--- src/hw/rtl/rhd_pkg.sv ---
// Shared types, constants and size helpers for the cartridge header decoder.
// No dependencies; the decoder, decode and checker files take names from here by scope.
`timescale 1ns / 1ps

package rhd_pkg;

  localparam int HEADER_BYTES = 16;
  localparam int CELLS        = HEADER_BYTES - 1;
  localparam int CNT_W        = $clog2(HEADER_BYTES);

  localparam logic [7:0] MAGIC_0 = 8'h4e;
  localparam logic [7:0] MAGIC_1 = 8'h45;
  localparam logic [7:0] MAGIC_2 = 8'h53;
  localparam logic [7:0] MAGIC_3 = 8'h1a;

  // byte 7 bits 3..2 select the header form
  localparam logic [7:0] FORM_MASK = 8'h0c;
  localparam logic [7:0] FORM_NES2 = 8'h08;
  // size MSB nibble that switches a ROM size to exponent form
  localparam logic [3:0] EXP_FORM  = 4'hf;

  // 0x4000 and 0x2000 byte units as shifts
  localparam logic [5:0] PRG_UNIT_SHIFT = 6'd14;
  localparam logic [5:0] CHR_UNIT_SHIFT = 6'd13;
  localparam logic [21:0] RAM_GRAIN     = 22'd64;
  localparam logic [21:0] CLASSIC_RAM   = 22'h2000;
  localparam logic [4:0]  CLASSIC_RAM_SHIFT = 5'd13;

  typedef enum logic [2:0] {
    ST_OK          = 3'd0,
    ST_BAD_MAGIC   = 3'd1,
    ST_ZERO_FILL   = 3'd2,
    ST_TRAINER     = 3'd3,
    ST_PAL         = 3'd4,
    ST_NO_PRG      = 3'd5
  } status_e;

  typedef enum logic [1:0] {
    MIR_HORIZONTAL = 2'd0,
    MIR_VERTICAL   = 2'd1,
    MIR_FOUR       = 2'd2
  } mirror_e;

  typedef logic [HEADER_BYTES-1:0][7:0] hdr_t;

  typedef struct packed {
    logic [2:0]  status;
    logic [11:0] mapper_id;
    logic [3:0]  submapper_id;
    logic [1:0]  mirroring;
    logic [63:0] prg_rom_bytes;
    logic [63:0] chr_rom_bytes;
    logic [21:0] prg_ram_bytes;
    logic [21:0] prg_saved_ram_bytes;
    logic [21:0] chr_ram_bytes;
    logic [21:0] chr_saved_ram_bytes;
    logic [5:0]  flag_bits;
  } res_t;

  // NES 2.0 ROM size: linear units, or 2^E * (2M+1) saturating at 64 bits
  function automatic logic [63:0] rom_size_nes2(input logic [7:0] lo, input logic [3:0] hi,
                                                input logic [5:0] unit_shift);
    logic [66:0] wide;
    logic [63:0] lin;
    wide = 67'({lo[1:0], 1'b1}) << lo[7:2];
    lin  = 64'({hi, lo}) << unit_shift;
    if (hi == EXP_FORM) begin
      return (wide[66:64] != 3'd0) ? '1 : wide[63:0];
    end
    return lin;
  endfunction

  function automatic logic [21:0] ram_size_nes2(input logic [3:0] sh);
    return (sh == 4'd0) ? 22'd0 : (RAM_GRAIN << sh);
  endfunction

endpackage

--- src/hw/rtl/rhd_intf.sv ---
// Channel interfaces of the header decoder: byte input, result output, config write.
// Depends on nothing; field widths follow the decoder's port list.
`timescale 1ns / 1ps

interface rhd_hdr_if;
  logic       valid;
  logic       ready;
  logic [7:0] header_byte;
  logic       restart;
  modport source (output valid, header_byte, restart, input ready);
  modport sink   (input valid, header_byte, restart, output ready);
endinterface

interface rhd_res_if;
  logic        valid;
  logic        ready;
  logic [2:0]  status;
  logic [11:0] mapper_id;
  logic [3:0]  submapper_id;
  logic [1:0]  mirroring;
  logic [63:0] prg_rom_bytes;
  logic [63:0] chr_rom_bytes;
  logic [21:0] prg_ram_bytes;
  logic [21:0] prg_saved_ram_bytes;
  logic [21:0] chr_ram_bytes;
  logic [21:0] chr_saved_ram_bytes;
  logic [5:0]  flag_bits;
  modport source (output valid, status, mapper_id, submapper_id, mirroring, prg_rom_bytes,
                  chr_rom_bytes, prg_ram_bytes, prg_saved_ram_bytes, chr_ram_bytes,
                  chr_saved_ram_bytes, flag_bits, input ready);
  modport sink   (input valid, status, mapper_id, submapper_id, mirroring, prg_rom_bytes,
                  chr_rom_bytes, prg_ram_bytes, prg_saved_ram_bytes, chr_ram_bytes,
                  chr_saved_ram_bytes, flag_bits, output ready);
endinterface

interface rhd_cfg_if;
  logic valid;
  logic ready;
  logic allow_unsupported;
  modport source (output valid, allow_unsupported, input ready);
  modport sink   (input valid, allow_unsupported, output ready);
endinterface

--- src/hw/rtl/rom_header_decoder.sv ---
// Top level of the cartridge header decoder: byte cell chain, decode, result register.
// Depends on rhd_pkg, the rhd_*_if interfaces, rhd_cell and rhd_decode.
//
//   channel  | dir | handshake     | payload
//   ---------+-----+---------------+------------------------------------------
//   hdr_i    | in  | valid / ready | header_byte[7:0], restart
//   res_o    | out | valid / ready | status, ids, mirroring, sizes, flag_bits
//   cfg_i    | in  | valid / ready | allow_unsupported
//
// One header byte is taken per cycle unless the byte side stalls; the result of a
// header is registered in the cycle after its 16th beat. The byte side stalls only
// while the result register holds an untaken result. Reset clears the byte count,
// the result valid and allow_unsupported; the cells hold no reset value. Config
// writes are always taken.
`timescale 1ns / 1ps

module rom_header_decoder (
  input  logic        clk_i,
  input  logic        rst_ni,
  rhd_hdr_if.sink     hdr_i,
  rhd_res_if.source   res_o,
  rhd_cfg_if.sink     cfg_i
);

  logic                      accept, last;
  logic [rhd_pkg::CNT_W-1:0] idx, cnt_d, cnt_q;
  logic [7:0]                cell_q [rhd_pkg::CELLS];
  rhd_pkg::hdr_t             hdr;
  rhd_pkg::res_t             dec, res_q;
  logic                      out_valid_d, out_valid_q;
  logic                      allow_d, allow_q;

  assign hdr_i.ready = !out_valid_q || res_o.ready;
  assign accept      = hdr_i.valid && hdr_i.ready;
  assign cfg_i.ready = 1'b1;

  // restart forces this beat to header byte 0
  assign idx   = hdr_i.restart ? '0 : cnt_q;
  assign last  = idx == rhd_pkg::CNT_W'(rhd_pkg::HEADER_BYTES - 1);
  assign cnt_d = last ? '0 : idx + 1'b1;

  for (genvar k = 0; k < rhd_pkg::CELLS; k++) begin : g_cell
    logic [7:0] cell_d;
    if (k == 0) begin : g_head
      assign cell_d = hdr_i.header_byte;
    end else begin : g_link
      assign cell_d = cell_q[k-1];
    end
    rhd_cell u_cell (
      .clk_i  (clk_i),
      .en_i   (accept),
      .byte_i (cell_d),
      .byte_o (cell_q[k])
    );
  end

  // the incoming beat is the last header byte; older bytes sit deeper in the chain
  always_comb begin
    hdr[rhd_pkg::HEADER_BYTES-1] = hdr_i.header_byte;
    for (int k = 0; k < rhd_pkg::CELLS; k++) begin
      hdr[rhd_pkg::CELLS-1-k] = cell_q[k];
    end
  end

  rhd_decode u_decode (
    .hdr_i   (hdr),
    .allow_i (allow_q),
    .res_o   (dec)
  );

  always_comb begin
    out_valid_d = out_valid_q;
    if (res_o.ready) begin
      out_valid_d = 1'b0;
    end
    if (accept && last) begin
      out_valid_d = 1'b1;
    end
    allow_d = (cfg_i.valid && cfg_i.ready) ? cfg_i.allow_unsupported : allow_q;
  end

  always_ff @(posedge clk_i or negedge rst_ni) begin
    if (!rst_ni) begin
      cnt_q       <= '0;
      out_valid_q <= 1'b0;
      allow_q     <= 1'b0;
    end else begin
      out_valid_q <= out_valid_d;
      allow_q     <= allow_d;
      if (accept) begin
        cnt_q <= cnt_d;
      end
    end
  end

  always_ff @(posedge clk_i) begin
    if (accept && last) begin
      res_q <= dec;
    end
  end

  assign res_o.valid               = out_valid_q;
  assign res_o.status              = res_q.status;
  assign res_o.mapper_id           = res_q.mapper_id;
  assign res_o.submapper_id        = res_q.submapper_id;
  assign res_o.mirroring           = res_q.mirroring;
  assign res_o.prg_rom_bytes       = res_q.prg_rom_bytes;
  assign res_o.chr_rom_bytes       = res_q.chr_rom_bytes;
  assign res_o.prg_ram_bytes       = res_q.prg_ram_bytes;
  assign res_o.prg_saved_ram_bytes = res_q.prg_saved_ram_bytes;
  assign res_o.chr_ram_bytes       = res_q.chr_ram_bytes;
  assign res_o.chr_saved_ram_bytes = res_q.chr_saved_ram_bytes;
  assign res_o.flag_bits           = res_q.flag_bits;

endmodule

--- src/hw/rtl/rhd_cell.sv ---
// One byte cell of the header shift chain.
// Depends on nothing; the top level links the cells into a row.
`timescale 1ns / 1ps

module rhd_cell (
  input  logic       clk_i,
  input  logic       en_i,
  input  logic [7:0] byte_i,
  output logic [7:0] byte_o
);

  logic [7:0] byte_q;

  always_ff @(posedge clk_i) begin
    if (en_i) begin
      byte_q <= byte_i;
    end
  end

  assign byte_o = byte_q;

endmodule

--- src/hw/rtl/rhd_decode.sv ---
// Field decode of a complete 16-byte header, classic or NES 2.0 form.
// Depends on rhd_pkg for the header and result types and size helpers.
`timescale 1ns / 1ps

module rhd_decode (
  input  rhd_pkg::hdr_t hdr_i,
  input  logic          allow_i,
  output rhd_pkg::res_t res_o
);

  logic        magic_ok, nes2, zero_ok, trainer, vs, pc10, pal, battery;
  logic [63:0] prg_rom;
  logic [21:0] prg_ram, prg_sav, chr_ram, chr_sav;

  always_comb begin
    magic_ok = (hdr_i[0] == rhd_pkg::MAGIC_0) && (hdr_i[1] == rhd_pkg::MAGIC_1) &&
               (hdr_i[2] == rhd_pkg::MAGIC_2) && (hdr_i[3] == rhd_pkg::MAGIC_3);
    nes2     = (hdr_i[7] & rhd_pkg::FORM_MASK) == rhd_pkg::FORM_NES2;
    zero_ok  = (hdr_i[11] | hdr_i[12] | hdr_i[13] | hdr_i[14] | hdr_i[15]) == 8'd0;
    trainer  = hdr_i[6][2];
    vs       = hdr_i[7][0];
    pc10     = hdr_i[7][1];

    res_o.mapper_id    = {(nes2 ? hdr_i[8][3:0] : 4'd0), hdr_i[7][7:4], hdr_i[6][7:4]};
    res_o.submapper_id = nes2 ? hdr_i[8][7:4] : 4'd0;

    if (hdr_i[6][3]) begin
      res_o.mirroring = rhd_pkg::MIR_FOUR;
    end else if (hdr_i[6][0]) begin
      res_o.mirroring = rhd_pkg::MIR_VERTICAL;
    end else begin
      res_o.mirroring = rhd_pkg::MIR_HORIZONTAL;
    end

    if (nes2) begin
      prg_rom = rhd_pkg::rom_size_nes2(hdr_i[4], hdr_i[9][3:0], rhd_pkg::PRG_UNIT_SHIFT);
      res_o.chr_rom_bytes = rhd_pkg::rom_size_nes2(hdr_i[5], hdr_i[9][7:4],
                                                   rhd_pkg::CHR_UNIT_SHIFT);
      prg_ram = rhd_pkg::ram_size_nes2(hdr_i[10][3:0]);
      prg_sav = rhd_pkg::ram_size_nes2(hdr_i[10][7:4]);
      chr_ram = rhd_pkg::ram_size_nes2(hdr_i[11][3:0]);
      chr_sav = rhd_pkg::ram_size_nes2(hdr_i[11][7:4]);
      pal     = hdr_i[12][1:0] == 2'b01;
    end else begin
      prg_rom = 64'(hdr_i[4]) << rhd_pkg::PRG_UNIT_SHIFT;
      res_o.chr_rom_bytes = 64'(hdr_i[5]) << rhd_pkg::CHR_UNIT_SHIFT;
      // a zero RAM count still means one 8 KiB bank
      prg_ram = (hdr_i[8] == 8'd0) ? rhd_pkg::CLASSIC_RAM
                                   : (22'(hdr_i[8]) << rhd_pkg::CLASSIC_RAM_SHIFT);
      prg_sav = hdr_i[6][1] ? prg_ram : 22'd0;
      chr_ram = (hdr_i[5] == 8'd0) ? rhd_pkg::CLASSIC_RAM : 22'd0;
      chr_sav = 22'd0;
      pal     = hdr_i[9][0];
    end

    battery = hdr_i[6][1] || (prg_sav != 22'd0) || (chr_sav != 22'd0);

    if (!magic_ok) begin
      res_o.status = rhd_pkg::ST_BAD_MAGIC;
    end else if (!nes2 && !zero_ok) begin
      res_o.status = rhd_pkg::ST_ZERO_FILL;
    end else if (trainer && !allow_i) begin
      res_o.status = rhd_pkg::ST_TRAINER;
    end else if (pal && !allow_i) begin
      res_o.status = rhd_pkg::ST_PAL;
    end else if (prg_rom == 64'd0) begin
      res_o.status = rhd_pkg::ST_NO_PRG;
    end else begin
      res_o.status = rhd_pkg::ST_OK;
    end

    res_o.prg_rom_bytes       = prg_rom;
    res_o.prg_ram_bytes       = prg_ram;
    res_o.prg_saved_ram_bytes = prg_sav;
    res_o.chr_ram_bytes       = chr_ram;
    res_o.chr_saved_ram_bytes = chr_sav;
    res_o.flag_bits           = {battery, pal, pc10, vs, trainer, nes2};
  end

endmodule

--- src/flat_wrapper.sv ---
// flat-port wrapper written by rule: the top's interface ports become plain ports
module rom_header_decoder_flat 
  (clk_i, rst_ni, hdr_i_valid, hdr_i_header_byte, hdr_i_restart, hdr_i_ready, res_o_valid, res_o_status, res_o_mapper_id, res_o_submapper_id, res_o_mirroring, res_o_prg_rom_bytes, res_o_chr_rom_bytes, res_o_prg_ram_bytes, res_o_prg_saved_ram_bytes, res_o_chr_ram_bytes, res_o_chr_saved_ram_bytes, res_o_flag_bits, res_o_ready, cfg_i_valid, cfg_i_allow_unsupported, cfg_i_ready);
  rhd_hdr_if hdr_i_i ();
  rhd_res_if res_o_i ();
  rhd_cfg_if cfg_i_i ();
  input  logic clk_i;
  input  logic rst_ni;
  input wire logic [$bits(hdr_i_i.valid)-1:0] hdr_i_valid;
  input wire logic [$bits(hdr_i_i.header_byte)-1:0] hdr_i_header_byte;
  input wire logic [$bits(hdr_i_i.restart)-1:0] hdr_i_restart;
  output wire logic [$bits(hdr_i_i.ready)-1:0] hdr_i_ready;
  output wire logic [$bits(res_o_i.valid)-1:0] res_o_valid;
  output wire logic [$bits(res_o_i.status)-1:0] res_o_status;
  output wire logic [$bits(res_o_i.mapper_id)-1:0] res_o_mapper_id;
  output wire logic [$bits(res_o_i.submapper_id)-1:0] res_o_submapper_id;
  output wire logic [$bits(res_o_i.mirroring)-1:0] res_o_mirroring;
  output wire logic [$bits(res_o_i.prg_rom_bytes)-1:0] res_o_prg_rom_bytes;
  output wire logic [$bits(res_o_i.chr_rom_bytes)-1:0] res_o_chr_rom_bytes;
  output wire logic [$bits(res_o_i.prg_ram_bytes)-1:0] res_o_prg_ram_bytes;
  output wire logic [$bits(res_o_i.prg_saved_ram_bytes)-1:0] res_o_prg_saved_ram_bytes;
  output wire logic [$bits(res_o_i.chr_ram_bytes)-1:0] res_o_chr_ram_bytes;
  output wire logic [$bits(res_o_i.chr_saved_ram_bytes)-1:0] res_o_chr_saved_ram_bytes;
  output wire logic [$bits(res_o_i.flag_bits)-1:0] res_o_flag_bits;
  input wire logic [$bits(res_o_i.ready)-1:0] res_o_ready;
  input wire logic [$bits(cfg_i_i.valid)-1:0] cfg_i_valid;
  input wire logic [$bits(cfg_i_i.allow_unsupported)-1:0] cfg_i_allow_unsupported;
  output wire logic [$bits(cfg_i_i.ready)-1:0] cfg_i_ready;
  assign hdr_i_i.valid = hdr_i_valid;
  assign hdr_i_i.header_byte = hdr_i_header_byte;
  assign hdr_i_i.restart = hdr_i_restart;
  assign hdr_i_ready = hdr_i_i.ready;
  assign res_o_valid = res_o_i.valid;
  assign res_o_status = res_o_i.status;
  assign res_o_mapper_id = res_o_i.mapper_id;
  assign res_o_submapper_id = res_o_i.submapper_id;
  assign res_o_mirroring = res_o_i.mirroring;
  assign res_o_prg_rom_bytes = res_o_i.prg_rom_bytes;
  assign res_o_chr_rom_bytes = res_o_i.chr_rom_bytes;
  assign res_o_prg_ram_bytes = res_o_i.prg_ram_bytes;
  assign res_o_prg_saved_ram_bytes = res_o_i.prg_saved_ram_bytes;
  assign res_o_chr_ram_bytes = res_o_i.chr_ram_bytes;
  assign res_o_chr_saved_ram_bytes = res_o_i.chr_saved_ram_bytes;
  assign res_o_flag_bits = res_o_i.flag_bits;
  assign res_o_i.ready = res_o_ready;
  assign cfg_i_i.valid = cfg_i_valid;
  assign cfg_i_i.allow_unsupported = cfg_i_allow_unsupported;
  assign cfg_i_ready = cfg_i_i.ready;
  rom_header_decoder u_core (.clk_i(clk_i), .rst_ni(rst_ni), .hdr_i(hdr_i_i), .res_o(res_o_i), .cfg_i(cfg_i_i));
endmodule
--- config.mk ---
export PLATFORM = sky130hd
export DESIGN_NAME = rom_header_decoder_flat
export DESIGN_NICKNAME = d
export VERILOG_FILES = /design/src/hw/rtl/rhd_pkg.sv /design/src/hw/rtl/rhd_intf.sv /design/src/hw/rtl/rom_header_decoder.sv /design/src/hw/rtl/rhd_cell.sv /design/src/hw/rtl/rhd_decode.sv /design/src/flat_wrapper.sv
export SDC_FILE = /design/constraint.sdc
export NUM_CORES = 1
export LEC_CHECK = 0
export ABC_CLOCK_PERIOD_IN_PS = 40500
export BUFFER_PORTS_ARGS = -buffer_cell sky130_fd_sc_hd__buf_4
export CORE_MARGIN = 2
export CORE_UTILIZATION = 45
export CTS_BUF_LIST = sky130_fd_sc_hd__clkbuf_8
export CTS_CLUSTER_DIAMETER = 40
export CTS_CLUSTER_SIZE = 24
export DETAILED_ROUTE_END_ITERATION = 8
export GPL_ROUTABILITY_DRIVEN = 0
export PLACE_DENSITY = 0.68
export SYNTH_ARGS = -nofsm -noshare
export SYNTH_HDL_FRONTEND = slang
export SYNTH_SLANG_ARGS = --single-unit
--- constraint.sdc ---
create_clock -name clk_i -period 40.5 [get_ports clk_i]
set_input_delay 4.05 -clock clk_i [delete_from_list [all_inputs] [get_ports clk_i]]
set_output_delay 4.05 -clock clk_i [all_outputs]
set_load 0.01 [all_outputs]
* Word-level counts from Yosys, hierarchy flattened
Cells that the tools add are included.
** Cells by class
- Multiplexer cells :: 33
- Equality and inequality tests :: 9
- Bitwise logic cells :: 5
- Add/subtract/negate cells :: 1
- Shifts and indexed selects :: 6
- Reduce and logical (&&, ||, !) cells :: 30
** Operator list (count)
- $mux W64 :: 6
- $mux W22 :: 8
- $shl A3 B6 Y67 :: 2
- $shl A7 B4 Y22 const A :: 4
- $logic_not A64 Y1 :: 1
- $mux W21 :: 3
- $reduce_bool A22 Y1 :: 2
- $or A8 B8 Y8 :: 4
- $mux W25 :: 1
- $eq A8 B7 Y1 const B :: 3
- $logic_not A8 Y1 :: 3
- $logic_not A4 Y1 :: 4
- $mux W14 :: 1
- $eq A4 B4 Y1 const B :: 3
- $eq A8 B5 Y1 const B :: 1
- $logic_and A1 B1 Y1 :: 8
- $mux W1 :: 8
- $mux W4 :: 2
- $mux W3 :: 2
- $reduce_bool A3 Y1 :: 2
- $add A4 B1 Y4 const B :: 1
- $logic_not A1 Y1 :: 4
- $mux W2 :: 2
- $logic_or A1 B1 Y1 :: 3
- 6 further kinds :: 6
** Word-level totals
- Word-level logic and storage cells :: 117
- Register bits :: 369
- Input bits :: 15

* Logic depth before layout (Yosys ltp)
- Word-level depth :: 11
- Depth in mapped cells :: 11

* Cells and area by module
From an unflattened synthesis, not the netlist that was laid out.
** Unflattened totals
- Cell total of the unflattened synthesis :: 1157
- Area, all modules :: 15295.9 um2
** By module, submodules not included
- rom_header_decoder :: cells each 276, times used 1, area each 7634.8 um2
- rhd_decode :: cells each 761, times used 1, area each 4057.6 um2
- rhd_cell :: cells each 8, times used 15, area each 240.2 um2

* Worst setup path after synthesis
No wires, ideal clock.
- Path kind :: input-to-reg
- Start point :: input port hdr_i_restart
- End point :: register u_core.res_q, in the netlist u_core.res_o.chr_ram_bytes[10] (enable)
- Arrival :: 25.088 ns
- Setup slack :: 14.072 ns
- Cell stages on the path :: 4
- Path through :: nor2b_1 -> ha_1 -> nand2_1 -> nor4_1
** Between the ends
- Word-level cells in the longest chain between the ends :: 3
** RTL lines
- start, declared :: line flat_wrapper.sv:11 : input wire logic [$bits(hdr_i_i.restart)-1:0] hdr_i_restart;
- $mux W4 :: line rom_header_decoder.sv:38 : assign idx = hdr_i.restart ? '0 : cnt_q;
- $eq A4 B4 Y1 :: line rom_header_decoder.sv:39 : assign last = idx == rhd_pkg::CNT_W'(rhd_pkg::HEADER_BYTES - 1);
- $logic_and A1 B1 Y1 :: line rom_header_decoder.sv:97 : if (accept && last) begin
- end signal, assigned :: line rom_header_decoder.sv:98 : res_q <= dec;
- end, declared :: line rom_header_decoder.sv:29 : rhd_pkg::res_t dec, res_q;
Every way passes these cells.
A chain may end at the register's enable or synchronous reset.

* Worst setup path in the final report
- Start point :: input port res_o_ready
- End point :: output port hdr_i_ready
** Between the ends
- Word-level cells in the longest chain between the ends :: 1
** RTL lines
- start, declared :: line flat_wrapper.sv:25 : input wire logic [$bits(res_o_i.ready)-1:0] res_o_ready;
- $logic_or A1 B1 Y1 :: line rom_header_decoder.sv:33 : assign hdr_i.ready = !out_valid_q || res_o.ready;
- end, declared :: line flat_wrapper.sv:12 : output wire logic [$bits(hdr_i_i.ready)-1:0] hdr_i_ready;
Every way passes these cells.

==> impl_metrics.tcl <==
set metrics [dict create \
    hold-worst-slack_ns 0.4435 \
    status "complete, no violations" \
    power_frac_comb_pct 4.8 \
    track_usage_pct 20.26 \
    min_period_ns 8.471 \
    tns_ns 0 \
    final-setup-viol-count 0 \
    ios 261 \
    grt-ovfl-total 0 \
    utilization_pct 54.71 \
    endpoint_kind "primary output" \
    crit_path_frequent_cell "buf_4" \
    seqCellArea_sq_mm 0.01033 \
    start_kind "input port" \
    clkPwrFrac_pct 37.5 \
    timing.rr.start "u_core.g_cell[10].u_cell.byte_o[2]" \
    grt_max_degree 79 \
    ys_ff_latch 345 \
    max_clock_freq_mhz 118.1 \
    crit_path_start "res_o_ready" \
    fillers 2623 \
    place_ws_ns 32.03 \
    start_util_pct 45.71 \
    synthArstFlopShare_pct 1.739 \
    finalNonFillerCells 1757 \
    internal_power_uw 532.4 \
    slowest_stage "buf_4" \
    crit_path_max_incr_delay_ns 0.14 \
    worstPathMaxFanout 2 \
    synth_edf_count 339 \
    synth_ff_type "edfxtp_1" \
    worst_slack_ns 32.03 \
    hp-start "u_core.g_cell[7].u_cell.byte_o[5]" \
    clk_path_buf_depth 3 \
    design.die.area_sq_mm 0.03359 \
    yosysWarnings 0 \
    grt_pass1_wl_mm 52.50 \
    drcViolationCount 0 \
    path_delay_family "buffers and inverters" \
    ctsResizeCount 0 \
    p_switching_uw 175.2 \
    area_growth_pct 19.68 \
    vias 9867 \
    worstMarginPinSlew_ns 1.197 \
    syn_area_sq_mm 0.01446 \
    io_buffers 235 \
    total_power_uw 707.6 \
    clock_skew_ns 0.04369 \
    rows 65 \
    finalHoldViolCount 0 \
    rsz0062_at_grt "false" \
    ant_nets 0 \
    htree_levels 2 \
    clkSinkCount 345 \
    synthDistinctLibCells 78 \
    dp_cells 1679 \
    crit_type "input port to primary output" \
    final_area_sq_mm 0.01731 \
    ys_seq_area_share_pct 71.42 \
    ir_drop_uv 32.58 \
    cts_setup_buffers 0 \
    drt-total-wl_mm 35.17 \
    period_share_pct 20.91 \
    drtIter0Drc 1085 \
    grt_pass1_vias 9256 \
    cts_hold_buffers 0 \
    die_w_microns 183.3 \
    crit_arrival_ns 4.42 \
    synth.avg_cell_area_sq_um 13.21 \
    cts_tree "built" \
    multi_input_area_sq_mm 0.003641 \
    clkTransAtPathRegs_ns 0.08 \
    p_leak_nw 6.440 \
    layout.nets 1338 \
    die_y_microns 183.3 \
    holdCritPathClass "flip-flop to flip-flop" \
    drtPass1Iterations 5 \
    cts_root_buffer "clkbuf_8" \
    path_cells "buf_4, inv_1, nand2_1, buf_4" \
    cp.required_ns 36.45 \
    drive_gt1_share_pct 25.09 \
    place_area_sq_mm 0.01638 \
    slew_headroom_pct 20.13 \
    core_sq_mm 0.03164 \
    numCtsBuffers 43 \
    synth_cells 1095 \
    clock_latency_ns 0.58 \
    drt-wirelength-per-cell_microns 20.01 \
    vias_per_cell 5.616 \
    diodes 0 \
    seq_power_share_pct 57.6 \
    place_hpwl_mm 23.51 \
    maxSlewViolCount 0 \
    crit_buf_inv 3 \
    antenna_found_initial 0 \
    swShare_pct 24.76 \
    p_per_area_mw_per_mm2 40.88 \
    max_cap_violations 0 \
]
[cells in the mapped netlist (5+ instances only)]
cell type	count	area share (%)
edfxtp_1	339	70
nand2_1	127	3.3
a21oi_1	115	4.0
nor2_1	89	2.3
clkbuf_1	35	0.91
o21ai_0	34	1.2
buf_4	27	1.4
nor4_1	25	1.1
nor3_1	23	0.80
nand2b_1	20	0.87
nand3_1	17	0.59
inv_1	14	0.36
nor2b_1	14	0.61
and2_1	13	0.56
nand4_1	13	0.56
o21a_1	12	0.62
a31oi_1	10	0.43
buf_2	10	0.35
buf_6	9	0.70
a21o_1	8	0.42
and3_1	7	0.30
buf_1	7	0.18
a22o_1	6	0.36
dfrtp_1	6	1.0
nand3b_1	6	0.31
o22ai_1	6	0.26
o211ai_1	5	0.26
o31ai_1	5	0.26
[cells in the final DEF (no fill, tap or decap), types with 14 or more instances in the layout]
cell type / n
edfxtp_1: 339
buf_4: 246
nand2_1: 127
a21oi_1: 115
nor2_1: 88
clkbuf_8: 44
o21ai_0: 33
conb_1: 29
nor4_1: 24
nor3_1: 23
nand2b_1: 20
nand3_1: 17
inv_1: 14
nor2b_1: 14
[worst reg2reg max path, delay by kind of cell, from the launching register on]
family / cells / cell delay (ns)
flops: 1 / 0.98
simple gates: 3 / 0.84
compound gates: 5 / 1.68
[registers in the layout, summed over array words and instances, names as in the netlist, 6 cells and up]
| register | count |
|---|---|
| u_core.res_o.chr_rom_bytes | 64 |
| u_core.res_o.mapper_id | 12 |
| u_core.res_o.prg_rom_bytes | 64 |
| u_core.res_o.chr_saved_ram_bytes | 16 |
| u_core.g_cell.u_cell.byte_o | 120 |
| u_core.res_o.prg_ram_bytes | 16 |
| u_core.res_o.chr_ram_bytes | 16 |
| u_core.res_o.flag_bits | 6 |
| u_core.res_o.prg_saved_ram_bytes | 16 |
[metal layers]
layer | vias up | share of wire, % | global-route usage (%)
li1 | 4539 | - | -
met1 | 4721 | 41 | 27.66
met2 | 530 | 47 | 32.26
met3 | 77 | 9.9 | 4.825
met4 | 0 | 2.7 | 6.560
met5 | - | 0 | 0
[logic make-up (layout without fill, tap and decap cells)]
group | Yosys count | after routing | synth area share (%)
AOI/OAI and AO/OA | 248 | 248 | 10.70
xor gates and xnor gates | 1 | 1 | 0.06057
adders and majority gates | 1 | 1 | 0.08650
buffers and inverters | 107 | 340 | 4.161
DFF | 345 | 345 | 71.42
muxes | 4 | 4 | 0.3114
other | 2 | 29 | 0.05193
and+or+nand+nor | 387 | 387 | 13.20
[path summary, 6_finish.rpt]
check | slack [ns] | to | cells past startpoint
setup reg to reg | 36.77 | u_core.res_o.status[2] | 8
max in group asynchronous | 37.10 | u_core.res_o.valid | 1
hold reg to reg | 0.44 | u_core.res_o.mapper_id[5] | 0
setup / recovery | 32.03 | hdr_i_ready | 4
min in group asynchronous | 3.27 | u_core.cnt_q[0] | 1
hold / removal | 0.44 | u_core.res_o.mapper_id[5] | 0
[final cells by class]
| type | instances | area share [%] |
|---|---|---|
| multi-input combinational | 670 | 21.04 |
| clock inverter | 34 | 1.851 |
| timing repair buffer | 246 | 10.67 |
| tap | 402 | 2.906 |
| clock buffer | 44 | 3.499 |
| inverter | 16 | 0.3614 |
| sequential | 345 | 59.68 |
[power groups by stage]
stage               combinational (mW)  sequential [mW]  clock, mW
finish                          0.0340            0.408      0.266
global route                    0.0373            0.409      0.287
CTS                             0.0335            0.408      0.272
detailed placement              0.0333            0.416          0
global placement                0.0327            0.415          0
floorplan                       0.0291            0.411          0
Power figures use the tool's default switching activity.
